### src/xcrc_pkg.sv
// Shared types and constants for the XMODEM CRC receiver.
// Holds the event and result transfer structs, operation codes and protocol
// characters; no dependencies.
package xcrc_pkg;

    localparam logic [1:0] OP_START = 2'd0;
    localparam logic [1:0] OP_BYTE  = 2'd1;
    localparam logic [1:0] OP_POLL  = 2'd2;

    localparam logic [7:0] CH_SOH  = 8'h01;
    localparam logic [7:0] CH_STX  = 8'h02;
    localparam logic [7:0] CH_EOT  = 8'h04;
    localparam logic [7:0] CH_ACK  = 8'h06;
    localparam logic [7:0] CH_NAK  = 8'h15;
    localparam logic [7:0] CH_SUB  = 8'h1A;
    localparam logic [7:0] CH_POLL = 8'h43;

    localparam logic       KIND_PAYLOAD = 1'b0;
    localparam logic       KIND_REPLY   = 1'b1;

    localparam int         HEADER_BYTES = 3;
    localparam int         OFFSET_W     = 10;

    localparam logic [15:0] CRC_POLY = 16'h1021;
    localparam logic [15:0] CRC_MSB  = 16'h8000;

    typedef struct packed {
        logic [1:0] operation;
        logic [7:0] rx_byte;
    } event_t;

    typedef struct packed {
        logic                result_kind;
        logic [7:0]          payload_byte;
        logic [OFFSET_W-1:0] payload_offset;
        logic [7:0]          reply_byte;
        logic                block_good;
        logic                block_end;
        logic                transfer_done;
        logic                header_error;
    } result_t;

endpackage

### src/xcrc_parser.sv
// Frame parser and receiver state: position counter, running CRC-16 and
// transfer flags, with the result for each accepted event. Uses xcrc_pkg.
module xcrc_parser #(
    parameter int LONG_PAYLOAD_BYTES  = 1024,
    parameter int SHORT_PAYLOAD_BYTES = 128
) (
    input  logic             clk,
    input  logic             rst_n,
    input  logic             take,
    input  xcrc_pkg::event_t item,
    output logic             res_valid,
    output xcrc_pkg::result_t res
);
    import xcrc_pkg::*;

    localparam int MAX_PAYLOAD = (LONG_PAYLOAD_BYTES > SHORT_PAYLOAD_BYTES) ?
                                 LONG_PAYLOAD_BYTES : SHORT_PAYLOAD_BYTES;
    localparam int POS_RAW = $clog2(MAX_PAYLOAD + HEADER_BYTES + 3);
    localparam int POS_W   = (POS_RAW > OFFSET_W) ? POS_RAW : OFFSET_W;

    localparam logic [POS_W-1:0] POS_HDR       = POS_W'(HEADER_BYTES);
    localparam logic [POS_W-1:0] POS_LONG_END  = POS_W'(HEADER_BYTES + LONG_PAYLOAD_BYTES);
    localparam logic [POS_W-1:0] POS_SHORT_END = POS_W'(HEADER_BYTES + SHORT_PAYLOAD_BYTES);

    logic [POS_W-1:0] position_reg, position_next;
    logic             long_block_reg, long_block_next;
    logic [15:0]      crc_reg, crc_next;
    logic [7:0]       crc_high_reg, crc_high_next;
    logic             data_started_reg, data_started_next;
    logic             active_reg, active_next;

    logic [POS_W-1:0] crc_pos;
    logic [POS_W-1:0] pos_diff;
    logic [15:0]      crc_byte_out;

    // Byte-wise CRC-16/XMODEM: eight shift steps on 16 bits
    function automatic logic [15:0] crc_update(input logic [15:0] crc_in,
                                               input logic [7:0]  b);
        logic [15:0] c;
        c = crc_in ^ {b, 8'h00};
        for (int k = 0; k < 8; k++)
        begin
            if ((c & CRC_MSB) != 16'h0000)
                c = {c[14:0], 1'b0} ^ CRC_POLY;
            else
                c = {c[14:0], 1'b0};
        end
        return c;
    endfunction

    assign crc_pos      = long_block_reg ? POS_LONG_END : POS_SHORT_END;
    assign pos_diff     = position_reg - POS_HDR;
    assign crc_byte_out = crc_update(crc_reg, item.rx_byte);

    always_comb
    begin
        position_next     = position_reg;
        long_block_next   = long_block_reg;
        crc_next          = crc_reg;
        crc_high_next     = crc_high_reg;
        data_started_next = data_started_reg;
        active_next       = active_reg;
        res_valid         = 1'b0;
        res               = '0;
        res.result_kind   = KIND_REPLY;

        case (item.operation)
            OP_START:
            begin
                position_next     = '0;
                crc_next          = '0;
                crc_high_next     = '0;
                data_started_next = 1'b0;
                active_next       = 1'b1;
                res_valid         = 1'b1;
                res.reply_byte    = CH_POLL;
            end
            OP_POLL:
            begin
                if (active_reg && !data_started_reg)
                begin
                    res_valid      = 1'b1;
                    res.reply_byte = CH_POLL;
                end
            end
            OP_BYTE:
            begin
                if (active_reg)
                begin
                    data_started_next = 1'b1;
                    if (position_reg == '0)
                    begin
                        if (item.rx_byte == CH_STX || item.rx_byte == CH_SOH)
                        begin
                            long_block_next = (item.rx_byte == CH_STX);
                            crc_next        = '0;
                            position_next   = POS_W'(1);
                        end
                        else if (item.rx_byte == CH_EOT || item.rx_byte == CH_SUB)
                        begin
                            active_next       = 1'b0;
                            res_valid         = 1'b1;
                            res.reply_byte    = CH_ACK;
                            res.transfer_done = 1'b1;
                        end
                        else
                        begin
                            res_valid        = 1'b1;
                            res.reply_byte   = CH_NAK;
                            res.header_error = 1'b1;
                        end
                    end
                    else if (position_reg < POS_HDR)
                    begin
                        position_next = position_reg + POS_W'(1);
                    end
                    else if (position_reg < crc_pos)
                    begin
                        crc_next           = crc_byte_out;
                        position_next      = position_reg + POS_W'(1);
                        res_valid          = 1'b1;
                        res.result_kind    = KIND_PAYLOAD;
                        res.payload_byte   = item.rx_byte;
                        res.payload_offset = pos_diff[OFFSET_W-1:0];
                    end
                    else if (position_reg == crc_pos)
                    begin
                        crc_high_next = item.rx_byte;
                        position_next = position_reg + POS_W'(1);
                    end
                    else
                    begin
                        position_next  = '0;
                        crc_next       = '0;
                        res_valid      = 1'b1;
                        res.block_end  = 1'b1;
                        res.block_good = ({crc_high_reg, item.rx_byte} == crc_reg);
                        res.reply_byte = res.block_good ? CH_ACK : CH_NAK;
                    end
                end
            end
            default:
            begin
                res_valid = 1'b0;
            end
        endcase
    end

    always_ff @(posedge clk or negedge rst_n)
    begin
        if (!rst_n)
        begin
            position_reg     <= '0;
            long_block_reg   <= 1'b0;
            crc_reg          <= '0;
            crc_high_reg     <= '0;
            data_started_reg <= 1'b0;
            active_reg       <= 1'b0;
        end
        else if (take)
        begin
            position_reg     <= position_next;
            long_block_reg   <= long_block_next;
            crc_reg          <= crc_next;
            crc_high_reg     <= crc_high_next;
            data_started_reg <= data_started_next;
            active_reg       <= active_next;
        end
    end

endmodule

### src/xcrc_out_reg.sv
// Result register between the parser and the result channel.
// Holds one result while the consumer stalls. Uses xcrc_pkg.
module xcrc_out_reg (
    input  logic              clk,
    input  logic              rst_n,
    input  logic              load,
    input  xcrc_pkg::result_t load_data,
    input  logic              stall,
    output logic              free,
    output logic              valid,
    output xcrc_pkg::result_t data
);
    import xcrc_pkg::*;

    logic    valid_reg, valid_next;
    result_t data_reg;

    // Slot can take a new result when empty or being drained this cycle
    assign free       = !valid_reg || !stall;
    assign valid_next = load ? 1'b1 : (valid_reg && stall);

    always_ff @(posedge clk or negedge rst_n)
    begin
        if (!rst_n)
            valid_reg <= 1'b0;
        else
            valid_reg <= valid_next;
    end

    always_ff @(posedge clk)
    begin
        if (load)
            data_reg <= load_data;
    end

    assign valid = valid_reg;
    assign data  = data_reg;

endmodule

### src/xmodem_crc_receiver.sv
// XMODEM / XMODEM-1K receiver with CRC-16: one event per transfer, result
// in the cycle after acceptance. Throughput is one event per cycle; the only
// limit is the single result register, which stalls events while it holds
// an untaken result. Reset (rst_n low, asynchronous) leaves the receiver
// inactive with position, CRC and flags cleared and the result slot empty.
// Depends on xcrc_pkg, xcrc_parser and xcrc_out_reg.
module xmodem_crc_receiver #(
    parameter int LONG_PAYLOAD_BYTES  = 1024,
    parameter int SHORT_PAYLOAD_BYTES = 128
) (
    input  logic              clk,
    input  logic              rst_n,
    input  logic              event_valid,
    output logic              event_stall,
    input  xcrc_pkg::event_t  event_data,
    output logic              result_valid,
    input  logic              result_stall,
    output xcrc_pkg::result_t result_data
);
    import xcrc_pkg::*;

    logic    take;
    logic    slot_free;
    logic    res_valid;
    result_t res;

    // Hold off events only while the result register is full and stalled;
    // an event that gives no result still needs the slot, which keeps the
    // acceptance rule independent of the event's contents.
    assign event_stall = !slot_free;
    assign take        = event_valid && slot_free;

    // Parser: tracks position, CRC and flags, updated only on accepted transfers
    xcrc_parser #(
        .LONG_PAYLOAD_BYTES  (LONG_PAYLOAD_BYTES),
        .SHORT_PAYLOAD_BYTES (SHORT_PAYLOAD_BYTES)
    ) u_parser (
        .clk       (clk),
        .rst_n     (rst_n),
        .take      (take),
        .item      (event_data),
        .res_valid (res_valid),
        .res       (res)
    );

    // Result register: load only when the accepted event produced a result
    xcrc_out_reg u_out_reg (
        .clk       (clk),
        .rst_n     (rst_n),
        .load      (take && res_valid),
        .load_data (res),
        .stall     (result_stall),
        .free      (slot_free),
        .valid     (result_valid),
        .data      (result_data)
    );

endmodule
### config.mk
export PLATFORM = sky130hd
export DESIGN_NAME = xmodem_crc_receiver
export DESIGN_NICKNAME = d
export VERILOG_FILES = /design/src/xcrc_pkg.sv /design/src/xcrc_parser.sv /design/src/xcrc_out_reg.sv /design/src/xmodem_crc_receiver.sv
export SDC_FILE = /design/constraint.sdc
export NUM_CORES = 1
export LEC_CHECK = 0
export BUFFER_PORTS_ARGS = -buffer_cell sky130_fd_sc_hd__buf_2
export CORE_ASPECT_RATIO = 1.75
export CORE_MARGIN = 3
export CORE_UTILIZATION = 55
export DETAILED_ROUTE_END_ITERATION = 8
export MAX_ROUTING_LAYER = met4
export PLACE_DENSITY_LB_ADDON = 0.15
export RECOVER_POWER = 25
export SLEW_MARGIN = 30
export SYNTH_ARGS = -nofsm -noshare
export SYNTH_HDL_FRONTEND = slang
export SYNTH_HIERARCHICAL = 1
export SYNTH_SLANG_ARGS = --single-unit
export TNS_END_PERCENT = 100
### constraint.sdc
create_clock -name clk -period 3.4 [get_ports clk]
set_input_delay 0.17 -clock clk [delete_from_list [all_inputs] [get_ports clk]]
set_output_delay 0.17 -clock clk [all_outputs]
set_load 0.01 [all_outputs]
==> run metrics <==
Slew Limit Fails 40; number of buffers created by CTS 9; Worst path depth 9; most instantiated library cell after synthesis dfrtp_1; first-pass GRT wire length around 13000 microns; asr flop ratio synth 55.7%; Period minus WS final roughly 3100 ps; Crit Path Category flip-flop to flip-flop; P per Cell Area between 400 and 500 mW/mm^2; H-tree depth 3; crit share post-route between 90% and 100%; Critical Path, Cell by Cell ha_1, nor4bb_1, and4_1, o21ai_0, nand2_1, a21oi_1, or2_2, and3_1, buf_4; Synth top cells by count dfrtp_1 (39), edfxtp_1 (31), xor2_1 (29); GR Overflow Total 0; Hold WC Path Type primary input to flip-flop; initial antenna violation count 0; fin util about 65%; Worst-path clk slew 70 ps; DR WL/cell 17.1 microns; crit path to u_out_reg/data[22]$_DFFE_PP_; Initial Util about 58%; DR vias 2677; failing checks capacitance limit, slew limit; CP max-delay cell dfrtp_1; worst slew pin tran 2190 ps; Req. time, crit path roughly 3500 ps; Starting DRT DRC Count roughly 160; proportion of layout cells with a drive suffix above 1 17.5%; Area Growth Syn to Fin 11.9%; Final Hold Fails 0; share of the synthesized area in the top cell type a little over a quarter; CTS sink count 70; Buf/Inv on CP 1; P_leak 1.82 nW; critical path endpoint category flip-flop; number of global-route vias before repair between 2000 and 3000; I/O Pins 47; pin count of the biggest net entering global routing 40; reg-to-reg startpoint u_parser/position_reg[7]$_DFFE_PN0P_; f_max 323 MHz; CP startpoint u_parser/position_reg[7]$_DFFE_PN0P_; Sum Neg Setup Slack 0 ps; R2R Setup Slk 310 ps; Max rail drop VDD ~350 uV; number of diodes 0; post-detailed-route via-to-cell ratio between 5 and 6; # setup viols final 0; die span in y between 100 and 150 microns; Cells after Synth 340; post-detail-place hpwl 5700 microns; Synth Flop Type dfrtp_1; sequential area share after synthesis 52.2%; Die W 67.6 microns; Unique masters post-synth 51; Syn. warnings 6; core footprint roughly 0.0063 sq mm; Seq cells post-synth 70; headroom to the max-slew limit -46.3%; Synth Cell Area between 0.003 and 0.004 sq mm; number of enable flip-flop cells after synthesis 31; Mean Syn Cell Area 10.7 sq um; Yosys top cell by area dfrtp_1; capturing point of the worst reg2reg path u_out_reg/data[22]$_DFFE_PP_; type of origin of the critical path flip-flop; R2R cell count 9; Total Die Area 0.00769 sq mm; critical-path maximum fanout 19; Routed Wire Length 8040 microns; highest cell delay on the worst timing path ~500 ps; Clock Tree Root clkbuf_8; Synth area leaders dfrtp_1 (27%), edfxtp_1 (25%), xor2_1 (7.0%), xnor2_1 (4.3%), a22o_1 (3.8%); GR Util All Layers a little under a quarter; Post-CTS Resized 0; Final GP Congestion about 0.86; CP top delay family simple AND/OR/NAND/NOR gates; Final nets 402; RSZ-0062 raised after global routing no; CTS tree built; port buffer count 46; status complete, but fails checks; Remaining DRCs 0; CP arrival 3190 ps; DRT Pass-1 Iters 4; Routed Antenna Nets 0; Post-Route Skew 6.77 ps; Clock Tree Buf Depth 2; max FFs per register 31; Worst-Skew Late Latency 350 ps; Std-Cell Rows 38; Max Cap Viol 1
==> layout make-up <==
class / instances / area, sq um
Fill cell: 505 / 2240
Sequential cell: 70 / 1910
Multi-Input combinational cell: 235 / 1590
Tap cell: 80 / 100
Timing Repair Buffer: 52 / 273
Inverter: 16 / 60.1
Clock inverter: 6 / 28.8
Clock buffer: 10 / 128
==> kinds of logic after synthesis <==
logic type	share of synthesized area [%]
adder cells (fa/ha/maj)	1.37
other	0.103
AO/OA/AOI/OAI	15.0
AND/OR/NAND/NOR	15.6
XOR/XNOR	11.3
flip-flops	52.2
buffers and inverters	4.42
==> stage by stage <==
stage	setup WS (ps)	instances	area (sq um)	hold WS, ps	power, mW
after floorplan	541	342	3660	-126	1.16
after global placement	417	452	3930	354	1.26
after detailed placement	288	452	3930	351	1.26
after CTS	270	469	4090	29.0	1.81
after global routing	54.3	469	4090	46.7	1.88
final	308	469	4090	49.1	1.80
==> how the worst min path moves through the flow <==
stage                  from                                     to  slack (ps)  cells after the start
2_1_floorplan         rst_n              u_out_reg/valid$_DFF_PN0_        -130                      0
3_3_place_gp          rst_n              u_out_reg/valid$_DFF_PN0_         350                      1
3_5_place_dp          rst_n  u_parser/data_started_reg$_DFFE_PN0P_         350                      1
4_1_cts        result_stall              u_out_reg/valid$_DFF_PN0_          30                      2
5_1_grt        result_stall              u_out_reg/valid$_DFF_PN0_          50                      2
6_report       result_stall              u_out_reg/valid$_DFF_PN0_          50                      2
==> report_power, final <==
part,total (mW),switching [mW],internal [mW]
sequential,0.963,0.0268,0.936
clock,0.549,0.294,0.254
combinational,0.284,0.172,0.112
total,1.80,0.493,1.30
==> timing repair <==
item                      in CTS  in global routing
hold buffers                   1                  0
buffers inserted               0                  0
hold endpoints to repair      39                  0
==> metal layers <==
layer	wire (microns)	GRT usage [%]	part of all wire, %	up-vias
li1	-	-	-	1289
met1	3030	25.6	38	1303
met2	4460	39.2	55	68
met3	322	5.91	4.0	17
met4	225	12.7	2.8	0
met5	0	-	0	-
==> worst register-to-register path, delay by kind of cell, from the launching register on <==
family          cells  cell delay [ps]
simple gates        5             1500
flops               1              500
fa+ha+maj           1              330
buf+inv             1              330
compound gates      2              190
==> layout by cell type (no fill, tap or decap), types with 2 or more instances in the layout <==
cell / n
conb_1: 3
and2_1: 10
nor2b_1: 2
buf_4: 5
nor3_1: 5
nor3b_1: 2
inv_1: 16
nand2_1: 28
nand4_1: 3
buf_2: 42
a21oi_1: 8
a21o_1: 3
clkinv_2: 2
nand2b_1: 3
a2bb2oi_1: 8
nand3_1: 9
xor2_1: 29
xnor2_1: 18
dfrtp_1: 39
o31ai_1: 8
or2_2: 2
a22o_1: 16
o41ai_1: 2
or3_1: 3
clkbuf_8: 9
nor2_1: 24
ha_1: 4
o21ai_0: 16
clkinv_1: 3
edfxtp_1: 31
nor4_1: 6
o211ai_1: 2
and3_1: 3
clkbuf_1: 5
(Power assumes the default switching activity.)
